<file path="config.mk">
export PLATFORM = sky130hd
export DESIGN_NAME = pfba_word_scan
export DESIGN_NICKNAME = d
export VERILOG_FILES = /design/src/sv/assert_macros.svh /design/src/sv/pfba_word_scan.sv
export SDC_FILE = /design/constraint.sdc
export NUM_CORES = 1
export LEC_CHECK = 0
export BUFFER_PORTS_ARGS = -buffer_cell sky130_fd_sc_hd__buf_2
export CAP_MARGIN = 20
export CELL_PAD_IN_SITES_DETAIL_PLACEMENT = 1
export CELL_PAD_IN_SITES_GLOBAL_PLACEMENT = 1
export CORE_ASPECT_RATIO = 2
export CORE_MARGIN = 8
export CORE_UTILIZATION = 24
export DETAILED_ROUTE_END_ITERATION = 7
export PLACE_DENSITY = 0.9
export SLEW_MARGIN = 30
export SYNTH_ARGS = -nofsm -noshare
export SYNTH_HDL_FRONTEND = slang
export SYNTH_SLANG_ARGS = --single-unit
</file>
<file path="constraint.sdc">
create_clock -name vclk -period 1.73
set_input_delay 0 -clock vclk [all_inputs]
set_output_delay 0 -clock vclk [all_outputs]
set_load 0.02 [all_outputs]
</file>
<file path="src/sv/assert_macros.svh">
// Assertion macros used by the allocator top level.
`ifndef ASSERT_MACROS_SVH
`define ASSERT_MACROS_SVH

// Check that the consequent holds in the same cycle as the antecedent.
`define PFBA_ASSERT_IMP(lbl, clk, rst_n, ante, cons, msg) \
  lbl: assert property (@(posedge clk) disable iff (!rst_n) (ante) |-> (cons)) \
    else $error(msg);

// Check that the consequent holds in the cycle after the antecedent.
`define PFBA_ASSERT_NXT(lbl, clk, rst_n, ante, cons, msg) \
  lbl: assert property (@(posedge clk) disable iff (!rst_n) (ante) |=> (cons)) \
    else $error(msg);

`endif

</file>
<file path="src/sv/pfba_word_scan.sv">
// Lowest-clear-bit finder for one bitmap word.
module pfba_word_scan #(
  parameter int WORD_BITS = 32
) (
  input  logic [WORD_BITS-1:0]         word_i,
  output logic                         full_o,
  output logic [$clog2(WORD_BITS)-1:0] idx_o,
  output logic [WORD_BITS-1:0]         onehot_o
);

  localparam int BW = $clog2(WORD_BITS);

  // Isolate the lowest clear bit: the carry of +1 stops there
  assign onehot_o = ~word_i & (word_i + WORD_BITS'(1));
  assign full_o   = &word_i;

  // Encode the one-hot position
  always_comb begin
    idx_o = '0;
    for (int i = 0; i < WORD_BITS; i++) begin
      if (onehot_o[i]) begin
        idx_o = idx_o | BW'(i);
      end
    end
  end

endmodule

</file>
; Word level (Yosys, flattened, before mapping)
; Cells that the tools add are included.
[op_classes]
add_sub_neg = 1
muxes = 31
bitwise_logic = 2
reduce_logical = 1
[ops]
columns = op, n
row1 = 2-to-1 mux 5 bit, 16
row2 = "adder 32 x 1 -> 32 bit, second input constant", 1
row3 = AND 32 bit, 1
row4 = 2-to-1 mux 4 bit, 8
row5 = NOT 32 bit, 1
row6 = AND reduction 32 bit, 1
row7 = 2-to-1 mux 3 bit, 4
row8 = 2-to-1 mux 2 bit, 2
row9 = 2-to-1 mux 1 bit, 1
[totals]
register_bits = 0
inputBits = 32
wordCells = 35

; Longest topological paths before layout
[depth]
ltp_word = 33
ltp_mapped = 7
depth_no_buf = 6

; Worst setup path after synthesis
; Ideal clock, no wire load.
[synth_timing]
path_type = input-to-output
start = input word_i[1]
end = output idx_o[0]
t_arrival_ns = 1.921
required_time_ns = 1.730
setup_slack_ns = -0.191
stages = 6
path_cell_list = nand4_1 nor2_2 nand3_2 nor4b_1 nor2_1 o211ai_1
[synth_rtl]
columns = element, line_no
row1 = from (decl), pfba_word_scan.sv:5  ; input logic [WORD_BITS-1:0] word_i,
row2 = adder 32 x 1 -> 32 bit, pfba_word_scan.sv:14  ; assign onehot_o = ~word_i & (word_i + WORD_BITS'(1));
row3 = AND 32 bit, pfba_word_scan.sv:14
row4 = via onehot_o[19], pfba_word_scan.sv:8  ; output logic [WORD_BITS-1:0] onehot_o
row5 = 2-to-1 mux 5 bit (13 in series), pfba_word_scan.sv:21  ; if (onehot_o[i]) begin
row6 = to (decl), pfba_word_scan.sv:7  ; output logic [$clog2(WORD_BITS)-1:0] idx_o,
; The timed path passes the listed nets, and every way through them passes these cells.

; Worst setup path in the final report
[layout_timing]
start = input word_i[25]
end = output idx_o[0]
[layout_between]
elab_chain_cells = 9
[layout_lines]
columns = element, line_no
row1 = adder 32 x 1 -> 32 bit / NOT 32 bit (equally long branches), pfba_word_scan.sv:14
row2 = AND 32 bit *, pfba_word_scan.sv:14
row3 = 2-to-1 mux 5 bit (6 in series), pfba_word_scan.sv:21
row4 = 2-to-1 mux 5 bit *, pfba_word_scan.sv:21
; Every way passes the cells marked *; elsewhere a longest branch is shown, timed or not.

==> key figures <==
Outcome
  – Outcome: finished, final reports clean

STA
  – Final Slew Violations: 0
  – Final-report setup violation count: 0
  – RSZ-0062 raised after global routing: true
  – Hold WS: 289 ps
  – Least-Margin Pin Slew: 323 ps
  – Fin crit period: 1600 ps
  – Final WS setup: 130 ps
  – Fin crit share: 0.925
  – Hold Fails Final Rpt: 0
  – F_max: 625 MHz
  – Slew margin rel.: 0.783
  – Setup TNS: 0 ps

Yosys
  – Synthesis Warnings: 0
  – Mean post-synth cell area: 5.76 µm²
  – Share of the synthesized area in the top cell type: 0.113
  – Synth cell types: 36
  – Mux contribution to synthesized area: 0
  – Top cell type by total area after synthesis: nor2_1
  – Cell Area, Synth: 761 µm²
  – Synth Area in Compound Gates: 0.262
  – Largest family of logic cells by synthesized area: simple AND/OR/NAND/NOR gates
  – Top post-synthesis cells by area: nor2_1 11%, nor3_1 7.9%, nand2_1 7.9%
  – Synthesized-area fraction occupied by and/or/nand/nor cells: 0.689
  – Post-Syn Instances: 132
  – Syn_nets: 164
  – Sequential share of the synthesized area: 0
  – Adder-Cell Fraction of Synth Area: 0
  – XOR/XNOR Fraction of Synth Area: 0

Placed design
  – Dpl cell area: 0.00121 mm²
  – DP Wirelength: 3580 µm
  – Port bufs: 70
  – Gpl congestion: 0.879
  – Pre-CTS WS: 60.6 ps
  – Dpl cells: 240

Worst setup path
  – Crit-path max FO: 5
  – CP delay by family, top: simple AND/OR/NAND/NOR gates
  – WS Path Type: input pin to output port
  – Critical Path Sink Type: output port
  – Crit path cell chain: buf_2 > nand4_2 > or2_1 > or3b_4 > a2111oi_4 > nor2_2 > o211ai_1 > buf_4
  – WP depth: 8
  – CP max-delay cell: or3b_4
  – Max incr delay on CP: 420 ps
  – Arr. time, crit path: 1600 ps
  – CP Buf/Inv Count: 2
  – Crit path capture: idx_o[0]
  – Worst Setup SP: word_i[25]
  – CP Launch Type: input pin
  – Required time worst endpoint: 1730 ps

Cells and area
  – Post-Layout Cell Count: 240
  – Clock buffer count: 0
  – Register area: 0 µm²
  – Sequential cell count: 0
  – Layout cell share with drive strength beyond 1: 0.464
  – Design area: 0.00122 mm²
  – Post-layout util: 0.397
  – # fillers: 439
  – P&R area growth vs syn: 60.9%
  – # diodes: 0
  – Area of the multi-input gates: 746 µm²
  – Final Net Count: 243

Clocking
  – Post-CTS Setup Inserts: 0
  – Hold_buf cts: 0

Drt
  – DR pass1 iterations: 4
  – WL/cell: 16.7 µm
  – Total number of vias: 1334
  – Initial DRC Count: 21
  – WL final: 4020 µm
  – Post-DRT Antenna Nets: 0
  – Post-DR vias/cell: 5.56
  – Residual DRC: 0

Global route
  – Met3 Track Usage GR: 0.0667
  – Top Usage Layer GRT: met2
  – Met2 usage: 0.256
  – Total GRT Usage: 0.143
  – Met1 Resource Use GR: 0.147
  – Initial antenna violation count: 0
  – Vias in the first global route: 1496
  – Largest net degree at the start of global routing: 8
  – First-pass GRT wire length: 6800 µm
  – Grt total ovfl: 0

Power
  – Tot Pwr: 0.168 mW
  – Peak supply drop: 0.0770 mV
  – LEAKAGE: 0.611 nW
  – Power per Cell Area: 137 mW/mm²

Hold path
  – Hold Crit Start: word_i[4]
  – Hold Crit Class: input pin to output port

Floorplan
  – Initial Utilization: 0.247
  – Io pins: 70
  – Die H: 95.6 µm
  – Core area: 0.00308 mm²
  – Die extent in x: 55.8 µm
  – Num rows: 29
  – Full die area: 0.00534 mm²

Job
  – Maxcap violations: 0
[final cells by class]
class,instances,share of cell area
well taps,31,0.0317
inverters,7,0.0215
multi-input cells,124,0.609
repair buffers,78,0.337
[synthesized netlist by cell type (all sizes together) (3+ instances only)]
master and count:
nor3 13, nor2 25, o211ai 3, inv 7, nand3 12, nand2 17, nand2b 3, o21ai 6
or2 5, nand4 8, a21oi 9, nor3b 5
[tightest hold or removal path, stage by stage]
cell and delay (ps):
buf_2 100, nor2_1 40, buf_2 150
[where the power goes]
part / internal (mW) / switching, mW / leakage, nW
Clock: 0 / 0 / 0
Sequential: 0 / 0 / 0
Combinational: 0.0634 / 0.105 / 0.611
[routing by layer]
metal	share of wire	vias to the layer above
met2	0.48	68
li1	-	648
met3	0.12	8
met4	0.022	0
met5	0	-
met1	0.38	610
[cells in the final DEF, fill, tap and decap left out, drive strengths merged]
cell type	instances
nand4	8
nand2	17
a31oi	1
inv	7
o22ai	1
a32oi	1
nor3	13
o21ai	6
nand2b	3
nor3b	5
a211oi	1
nor4b	2
nor2	25
buf	78
a21oi	9
o211ai	3
and2	1
or3b	1
o2111ai	1
nand3	12
a2111oi	1
a21boi	1
o32ai	1
o221a	1
a311oi	1
and3	2
or2	5
nor4	2
[cells by family after synthesis]
family / count (synthesis)
AO/OA/AOI/OAI: 28
buffers and inverters: 8
AND/OR/NAND/NOR: 96
[timing repair]
action,in CTS,in global routing
setup endpoints to repair,0,3
hold endpoints to repair,0,0
resized for setup,0,3
[how the worst min path moves through the flow]
stage / slack (ps) / end / cells past startpoint
after detailed placement: 290 / onehot_o[4] / 3
after floorplan: 60 / onehot_o[22] / 1
final: 290 / onehot_o[4] / 3
after CTS: 290 / onehot_o[4] / 3
after global routing: 300 / onehot_o[4] / 3
after global placement: 280 / onehot_o[4] / 3
Power figures use the tool's default switching activity.
