### src/sv/assert_macros.svh
// Assertion macros used by the allocator top level.
`ifndef ASSERT_MACROS_SVH
`define ASSERT_MACROS_SVH

// Check that the consequent holds in the same cycle as the antecedent.
`define PFBA_ASSERT_IMP(lbl, clk, rst_n, ante, cons, msg) \
  lbl: assert property (@(posedge clk) disable iff (!rst_n) (ante) |-> (cons)) \
    else $error(msg);

// Check that the consequent holds in the cycle after the antecedent.
`define PFBA_ASSERT_NXT(lbl, clk, rst_n, ante, cons, msg) \
  lbl: assert property (@(posedge clk) disable iff (!rst_n) (ante) |=> (cons)) \
    else $error(msg);

`endif

### src/sv/pfba_pkg.sv
// Types, codes and fixed widths of the page frame bitmap allocator.
package pfba_pkg;

  localparam int CNT_W      = 21;
  localparam int KIB_W      = 22;
  localparam int ADDR_W     = 32;
  localparam int PAGE_SHIFT = 12;
  localparam int PAGE_W     = ADDR_W - PAGE_SHIFT;
  localparam int CFG_IDX_W  = 1;
  localparam int CFG_W      = 22;

  localparam logic [CNT_W-1:0] COUNT_MAX      = '1;
  localparam logic [KIB_W:0]   LOW_MEMORY_KIB = 23'd1024;
  localparam logic [CNT_W-1:0] RESERVED_RESET = 21'd1024;

  typedef enum logic [1:0] {
    CMD_INIT  = 2'd0,
    CMD_ALLOC = 2'd1,
    CMD_FREE  = 2'd2
  } cmd_e;

  typedef enum logic [1:0] {
    ST_OK           = 2'd0,
    ST_NO_FREE      = 2'd1,
    ST_BEYOND       = 2'd2,
    ST_ALREADY_FREE = 2'd3
  } status_e;

  typedef enum logic [CFG_IDX_W-1:0] {
    CFG_UPPER_KIB = 1'b0,
    CFG_RESERVED  = 1'b1
  } cfg_idx_e;

  typedef struct packed {
    logic [1:0]        command;
    logic [ADDR_W-1:0] free_address;
  } cmd_t;

  typedef struct packed {
    logic [1:0]        status;
    logic [ADDR_W-1:0] page_address;
    logic [CNT_W-1:0]  free_count;
  } res_t;

endpackage

### src/sv/pfba_page_div.sv
// Two-stage split of a page number into bitmap word, bit and word base page.
module pfba_page_div #(
  parameter int WORD_BITS = 32,
  parameter int AW        = 15
) (
  input  logic                             clk_i,
  input  logic                             en1_i,
  input  logic                             en2_i,
  input  logic [pfba_pkg::PAGE_W-1:0]      page_i,
  output logic [AW-1:0]                    word_o,
  output logic [$clog2(WORD_BITS)-1:0]     bit_o,
  output logic [pfba_pkg::PAGE_W-1:0]      base_o
);

  localparam int BW = $clog2(WORD_BITS);
  localparam int PW = pfba_pkg::PAGE_W;
  localparam int SH = PW + BW;
  localparam int RW = PW + 2;
  localparam longint unsigned RECIP =
    ((longint'(1) << SH) + longint'(WORD_BITS) - 1) / longint'(WORD_BITS);

  logic [PW-1:0]    page_q;
  logic [PW-1:0]    quo_q;
  logic [PW+RW-1:0] prod;
  logic [PW-1:0]    base;
  logic [PW-1:0]    rem;
  logic [AW-1:0]    word_q;
  logic [BW-1:0]    bit_q;
  logic [PW-1:0]    base_q;

  // Quotient by reciprocal multiply; exact for every page number
  assign prod = PW'(0) + (RW'(RECIP) * page_i);

  // Base page and bit offset from the registered quotient
  assign base = PW'(quo_q * PW'(WORD_BITS));
  assign rem  = page_q - base;

  always_ff @(posedge clk_i) begin
    if (en1_i) begin
      page_q <= page_i;
      quo_q  <= PW'(prod >> SH);
    end
    if (en2_i) begin
      word_q <= quo_q[AW-1:0];
      bit_q  <= rem[BW-1:0];
      base_q <= base;
    end
  end

  assign word_o = word_q;
  assign bit_o  = bit_q;
  assign base_o = base_q;

endmodule

### config.mk
export PLATFORM = sky130hd
export DESIGN_NAME = pfba_page_div
export DESIGN_NICKNAME = d
export VERILOG_FILES = /design/src/sv/assert_macros.svh /design/src/sv/pfba_pkg.sv /design/src/sv/pfba_page_div.sv
export SDC_FILE = /design/constraint.sdc
export NUM_CORES = 1
export LEC_CHECK = 0
export BUFFER_PORTS_ARGS = -buffer_cell sky130_fd_sc_hd__buf_2
export CORE_MARGIN = 10
export CORE_UTILIZATION = 43
export CTS_BUF_LIST = sky130_fd_sc_hd__clkbuf_8
export DETAILED_ROUTE_END_ITERATION = 8
export GPL_TIMING_DRIVEN = 0
export PLACE_DENSITY = 0.89
export SLEW_MARGIN = 10
export SYNTH_ARGS = -nofsm -noshare
export SYNTH_HDL_FRONTEND = slang
export SYNTH_SLANG_ARGS = --single-unit
### constraint.sdc
create_clock -name clk_i -period 0.8 [get_ports clk_i]
set_clock_uncertainty 0.1 [all_clocks]
set_input_delay 0.16 -clock clk_i [delete_from_list [all_inputs] [get_ports clk_i]]
set_output_delay 0.16 -clock clk_i [all_outputs]
set_load 0.02 [all_outputs]
== Word-level counts from Yosys, hierarchy flattened ==
Index checks and enable logic that the tools add are counted.
Widths: inputs -> output; s select.
Storage, ports and cells
  flip-flop bits (word level): 40
  input bits: 23
  output and inout bits: 40
  word-level logic and storage cells: 5
Operators by class
  add/subtract/negate cells: 1
Operators with widths (count)
  $sub 5x1->5 const B: 1

== Longest topological paths before layout ==
Gate-level depths: netlist of run 1.
  depth after elaboration: 1
  mapped depth: 1
  mapped depth without buffers: 0

== Least setup slack after synthesis of run 1 ==
OpenSTA, ideal clock, no wires.
  kind: register -> output
  start: reg word_q[0], in the netlist word_o[0]
  end: out word_o[0]
  arrival: 667 ps
  setup slack: -127 ps
  stages on the path, launching flop included: 2
  path buffers: 1
  cells stage by stage: edfxtp_1 buf_4
RTL lines
  start: declaration: line pfba_page_div.sv:27  | logic [AW-1:0] word_q;
  start signal: assignment: line pfba_page_div.sv:44  | word_q <= quo_q[AW-1:0];
  end: declaration: line pfba_page_div.sv:10  | output logic [AW-1:0] word_o,
No word-level cell between the ends.

== Worst setup path after layout of run 1 ==
  start: reg word_q[8], in the netlist word_o[8]
  end: out word_o[8]
No word-level cell between the ends.

==> qor.csv, run 1 <==
stage,metric,value,unit
clock_network,clk sinks,40,
clock_network,post-CTS setup buffer count,0,
routing,DRT antenna net count,0,
placed_design,port bufs,57,
final_layout,Non-Filler Instances,174,
setup_path,number of stages on the worst setup path,2,
sta,Fin. Hold Viols,20,
routing,Starting DRT DRC Count,17,
routing,WL/cell,15.7,µm
global_routing,Total GRT Usage,9.72,%
setup_path,CP Capture Type,output port,
die,Die Area,0.00580,mm²
final_layout,Antenna Cells,0,
setup_path,Worst path slowest cell,edfxtp_1,
synth,post-synthesis compound-gate area fraction,0,%
clock_network,CTS root buffer,clkbuf_8,
synth,simple logic cell fraction of the synthesized area,0,%
run_status,outcome,finished with violations,
setup_path,r2r setup slk,50,ps
pwr,Leak,0.865,nW
synth,sequential share of the synthesized area,88.6,%
setup_path,Setup crit end,word_o[8],
die,Die Span Y,76.1,µm
clock_network,clock tree from TritonCTS,yes,
synth,top_reg_cell synth,edfxtp_1,
sta,minimum clock period,1250,ps
die,Die Span X,76.1,µm
setup_path,reg-to-reg endpoint,bit_o[2]$_DFFE_PP_,
sta,Final setup viols,35,
sta,Final WS setup,-454,ps
routing,Via density,3.89,
synth,leading area contributor after synthesis,edfxtp_1,
synth,top-count cell post-synth,edfxtp_1,
die,core area,0.00303,mm²
setup_path,crit path kind,reg -> out,
routing,Detailed Routing Iterations Pass 1,5,
final_layout,Area Overhead vs Synth,50.8,%
global_routing,largest net degree at the start of global routing,21,
setup_path,FF-to-FF path depth,0,
clock_network,cts bufs inserted,5,
sta,Pins Over Slew Limit,0,
setup_path,Critical path buffers and inverters,2,
final_layout,share of layout cells above drive strength 1,63.1,%
sta,worst hold slack,-58.1,ps
final_layout,# fillers,200,
synth,largest family of logic cells by synthesized area,buffers and inverters,
synth,xor/xnor share of the synthesized area,0,%
setup_path,crit-path max cell delay,440,ps
routing,Routed WL,2.74,mm
placed_design,routability cong.,0.621,
global_routing,initial antenna violation count,0,
routing,total number of vias,677,
worst_hold_path,worst hold-check path type,in -> reg,
synth,Synth Warn #,0,
worst_hold_path,Worst Hold Depth,1,
synth,Syn Inst Count,61,
global_routing,first-pass GRT wire length,4.17,mm
setup_path,critical path cell sequence,buf_6 -> buf_6,
clock_network,htree depth,2,
job,Max-Cap Viols,0,
final_layout,nets@finish,152,
clock_network,worst skew pair latency,290,ps
clock_network,clk slew on worst S/H paths,70,ps
die,Rows,20,
setup_path,worst endpoint required time,540,ps
synth,mux cell area share after synthesis,0,%
synth,Synth top cells by count,"edfxtp_1 (40), buf_4 (20), conb_1 (1)",
synth,synthesis-stage register bit count,40,
placed_design,Placed Cells,166,
setup_path,CP Launch Point,word_o[8]$_DFFE_PP_,
setup_path,Critical Path AT,990,ps
synth,synthesized area per cell,22.2,µm²
setup_path,Critical R2R Launch,page_q[2]$_DFFE_PP_,
setup_path,Crit path max-delay family,flip-flops,
synth,share of the synthesized area in the top cell type,88.6,%
pwr,maximum VDD drop,1.52,mV
pwr,Pwr Density,2160,mW/mm²
global_routing,total congestion overflow,0,
synth,largest cells by area after synthesis,"edfxtp_1 (89%), buf_4 (11%), conb_1 (0.28%)",
run_status,failing checks,"hold timing, setup timing",
die,I/O pins,63,
synth,"Distinct cells, synth",3,
sta,Tcrit/Tclk final,157,%
synth,Mapped Area,0.00136,mm²
global_routing,vias in the first global route,760,
die,Starting Density,44.8,%
setup_path,cell mode on critical path,buf_6,
clock_network,clk buf depth,2,
sta,unrepaired setup endpoints after global routing,yes,
synth,Synth async-reset ratio,0,%
setup_path,crit path max fanout,2,
sta,fmax,798,MHz
synth,"EDFF count, synth",40,
synth,Synth Area in Adders,0,%
routing,# DRC,0,
setup_path,startpoint types,flip-flop,
## cells in the final DEF, fill, tap and decap left out
cell type and n:
buf_2 25, buf_4 6, buf_6 46, clkbuf_8 5, clkinv_1 1, conb_1 5
edfxtp_1 40, inv_1 2
## flip-flops by register name, summed over array words and instances, names as in the netlist
register	count
quo_q	15
word_o	15
bit_o	5
page_q	5
## where the power goes
group / total [mW] / leakage [nW] / switching [mW] / internal, mW
Clock: 1.21 / 0.0482 / 0.630 / 0.580
Sequential: 2.56 / 0.391 / 0.0739 / 2.49
Combinational: 0.630 / 0.425 / 0.296 / 0.333
## metrics by stage
step | setup TNS [ps] | area, µm² | setup slack [ps] | util, % | power (mW)
3_3_place_gp | -7150 | 1770 | -136 | 58.3 | 3.07
2_1_floorplan | -1750 | 1430 | -117 | - | 2.87
4_1_cts | -12890 | 2000 | -432 | 66.2 | 4.37
6_report | -13030 | 2040 | -454 | 67.5 | 4.40
3_5_place_dp | -8390 | 1770 | -162 | 58.3 | 3.09
5_1_grt | -14280 | 2040 | -487 | 67.5 | 4.57
## kinds of logic after synthesis
group	Yosys count
flops	40
buf+inv	20
other cells	1
## area by class of cell
class                      instances  area, µm²  area share (%)
timing repair buffer              57        482            23.6
clock buffer                       5       68.8            3.37
sequential                        40       1200            58.8
clock inverter                     3       11.3           0.551
tap                               44       55.1            2.69
multi-input combinational          5       18.8           0.919
buffer                            20        206            10.1
## metal layers
layer	share of wire, %	track usage [%]
met1	37	9.28
met2	54	16.9
met3	7.6	5.07
met4	1.3	4.46
met5	0	0
## worst min-delay path by stage
stage / slack (ps) / from / to
global placement: 240 / page_i[15] / quo_q[10]$_DFFE_PP_
global route: -70 / page_i[13] / quo_q[8]$_DFFE_PP_
finish: -60 / page_i[3] / page_q[3]$_DFFE_PP_
CTS: -60 / page_i[3] / page_q[3]$_DFFE_PP_
detailed placement: 240 / page_i[17] / quo_q[12]$_DFFE_PP_
floorplan: 160 / page_i[0] / page_q[0]$_DFFE_PP_
## what timing repair did
item                                    4_1_cts  5_1_grt
hold endpoints to repair                     20       20
gates resized for setup                      50       13
endpoints found under the setup margin       35       35
Note: power is estimated with default switching activity, not from simulation.
==> run 2, diff against run 1 <==
--- a/config.mk
+++ b/config.mk
@@ -11,7 +11,7 @@
 export CTS_BUF_LIST = sky130_fd_sc_hd__clkbuf_8
 export DETAILED_ROUTE_END_ITERATION = 8
 export GPL_TIMING_DRIVEN = 0
-export PLACE_DENSITY = 0.89
+export PLACE_DENSITY = 0.78
 export SLEW_MARGIN = 10
 export SYNTH_ARGS = -nofsm -noshare
 export SYNTH_HDL_FRONTEND = slang
==> run 2 against run 1 <==
  * The flow still finishes with violations (hold timing, setup timing)
  * Fmax up 3.1%
  * Critical path type unchanged
  * Global-route usage down 0.86 points
  * Largest power group unchanged
  * Largest cell class unchanged
  * Final area down 2.1%
  * Combinational power shrank 4.6%
  * First-iteration DRC count shrank 18%
  * Die area unchanged
==> qor.csv, run 2 (synthesis gave the netlist of run 1 again) <==
stage,metric,value,unit,change
placed_design,port bufs,57,,unchanged
setup_path,startpoint types,flip-flop,,
clock_network,clk sinks,40,,unchanged
die,Rows,20,,unchanged
die,Die Area,0.00580,mm²,unchanged
sta,minimum clock period,1220,ps,-37.7 ps
final_layout,most frequent cells in the layout,"edfxtp_1 (40), buf_6 (39), buf_2 (32)",,
worst_hold_path,worst hold-check path type,in -> reg,,
clock_network,cts bufs inserted,5,,unchanged
clock_network,htree depth,2,,unchanged
global_routing,initial antenna violation count,0,,unchanged
pwr,Pwr Density,2160,mW/mm²,+0.45%
placed_design,DP Worst Slack,-201,ps,-39.4 ps
routing,total number of vias,701,,+3.5%
clock_network,post-CTS setup buffer count,0,,unchanged
setup_path,FF-to-FF path depth,0,,unchanged
pwr,Leak,0.850,nW,-1.7%
setup_path,worst endpoint required time,540,ps,about the same
sta,Tcrit/Tclk final,152,%,-4.7 points
sta,fmax,822,MHz,+3.1%
sta,Final WS setup,-416,ps,+37.7 ps
die,Die Span Y,76.1,µm,unchanged
run_status,failing checks,"hold timing, setup timing",,
global_routing,largest net degree at the start of global routing,21,,unchanged
final_layout,nets@finish,152,,unchanged
die,I/O pins,63,,unchanged
setup_path,r2r setup slk,60,ps,about the same
routing,DRT antenna net count,0,,unchanged
job,Max-Cap Viols,0,,unchanged
sta,Fin. Hold Viols,20,,unchanged
global_routing,total congestion overflow,0,,unchanged
die,Die Span X,76.1,µm,unchanged
global_routing,first-pass GRT wire length,3.86,mm,-7.4%
setup_path,Critical R2R Launch,quo_q[9]$_DFFE_PP_,,
final_layout,share of layout cells above drive strength 1,63.1,%,unchanged
worst_hold_path,Worst Hold Depth,1,,unchanged
run_status,outcome,finished with violations,,
setup_path,Critical Path AT,960,ps,-30 ps
final_layout,# fillers,219,,+9.5%
placed_design,routability cong.,0.664,,+6.8%
worst_hold_path,Worst Hold Path EP,quo_q[2]$_DFFE_PP_,,
worst_hold_path,worst hold start,page_i[7],,
clock_network,clk buf depth,2,,unchanged
routing,WL/cell,14.9,µm,-5.2%
routing,Via density,4.03,,+3.5%
sta,Pins Over Slew Limit,0,,unchanged
sta,Final setup viols,35,,unchanged
sta,worst hold slack,-50.5,ps,+7.54 ps
global_routing,Total GRT Usage,8.87,%,-0.86 points
die,Starting Density,44.8,%,unchanged
final_layout,Non-Filler Instances,174,,unchanged
setup_path,crit path max fanout,2,,unchanged
global_routing,vias in the first global route,758,,-0.26%
placed_design,Placed Cells,166,,unchanged
die,core area,0.00303,mm²,unchanged
sta,unrepaired setup endpoints after global routing,yes,,
routing,Starting DRT DRC Count,14,,-3
routing,Detailed Routing Iterations Pass 1,2,,-3
setup_path,CP Capture Type,output port,,
final_layout,"commonest non-fill, non-tap cell in the layout",edfxtp_1,,
final_layout,Antenna Cells,0,,unchanged
placed_design,hpwl dp,1.97,mm,
pwr,maximum VDD drop,1.69,mV,+11%
final_layout,final core utilization,66.0,%,-1.4 points
clock_network,CTS root buffer,clkbuf_8,,
routing,# DRC,0,,unchanged
clock_network,worst skew pair latency,280,ps,about the same
final_layout,Area Overhead vs Synth,47.6,%,
setup_path,reg-to-reg endpoint,word_o[9]$_DFFE_PP_,,
routing,Routed WL,2.60,mm,-5.2%
clock_network,clk slew on worst S/H paths,70,ps,about the same
setup_path,crit path kind,reg -> out,,
clock_network,clock tree from TritonCTS,yes,,
[run 2: metal layers]
metal / up-vias / global-route usage, % / wire, µm
li1: 334 / - / -
met3: 4 / 6.72 / 291
met2: 37 / 16.7 / 1500
met5: - / 0 / 0
met4: 0 / 2.79 / 29
met1: 326 / 6.63 / 778
[run 2: worst max-delay path by stage]
stage	start	end	slack, ps	cells after the start
6_report	word_o[10]$_DFFE_PP_	word_o[10]	-420	2
5_1_grt	word_o[5]$_DFFE_PP_	word_o[5]	-460	2
4_1_cts	word_o[12]$_DFFE_PP_	word_o[12]	-430	2
3_5_place_dp	en2_i	word_o[1]$_DFFE_PP_	-200	1
3_3_place_gp	en2_i	word_o[11]$_DFFE_PP_	-170	1
2_1_floorplan	word_o[0]$_DFFE_PP_	word_o[0]	-120	1
[run 2: cell type report]
class                      count  area, µm²  area share (%)
buffer                        20        206            10.3
clock buffer                   5       68.8            3.44
clock inverter                 3       11.3           0.563
multi-input combinational      5       18.8           0.939
sequential                    40       1200            60.1
tap                           44       55.1            2.75
timing repair buffer          57        438            21.9
[run 2: what timing repair did]
action / in CTS / in global routing
gates cloned: 0 / 0
endpoints found under the setup margin: 35 / 35
endpoints found under the hold margin: 20 / 20
gates resized for setup: 44 / 6
[run 2: critical path, stage by stage (launching register included)]
cell and delay, ps:
edfxtp_1 420, buf_6 140, buf_6 120
[run 2: where the power goes]
part	switching (mW)	internal (mW)
Combinational	0.294	0.307
Sequential	0.0638	2.49
Clock	0.594	0.580
Total	0.952	3.38
[run 2: per-stage QoR]
| stage | TNS [ps] | cell area (µm²) | power (mW) | hold slack, ps |
|---|---|---|---|---|
| after floorplan | -1750 | 1430 | 2.87 | 159 |
| after global placement | -8450 | 1770 | 3.07 | 236 |
| after detailed placement | -9820 | 1770 | 3.09 | 238 |
| after CTS | -12840 | 1980 | 4.37 | -63.9 |
| after global routing | -13730 | 2000 | 4.52 | -70.9 |
| final | -12220 | 2000 | 4.33 | -50.5 |
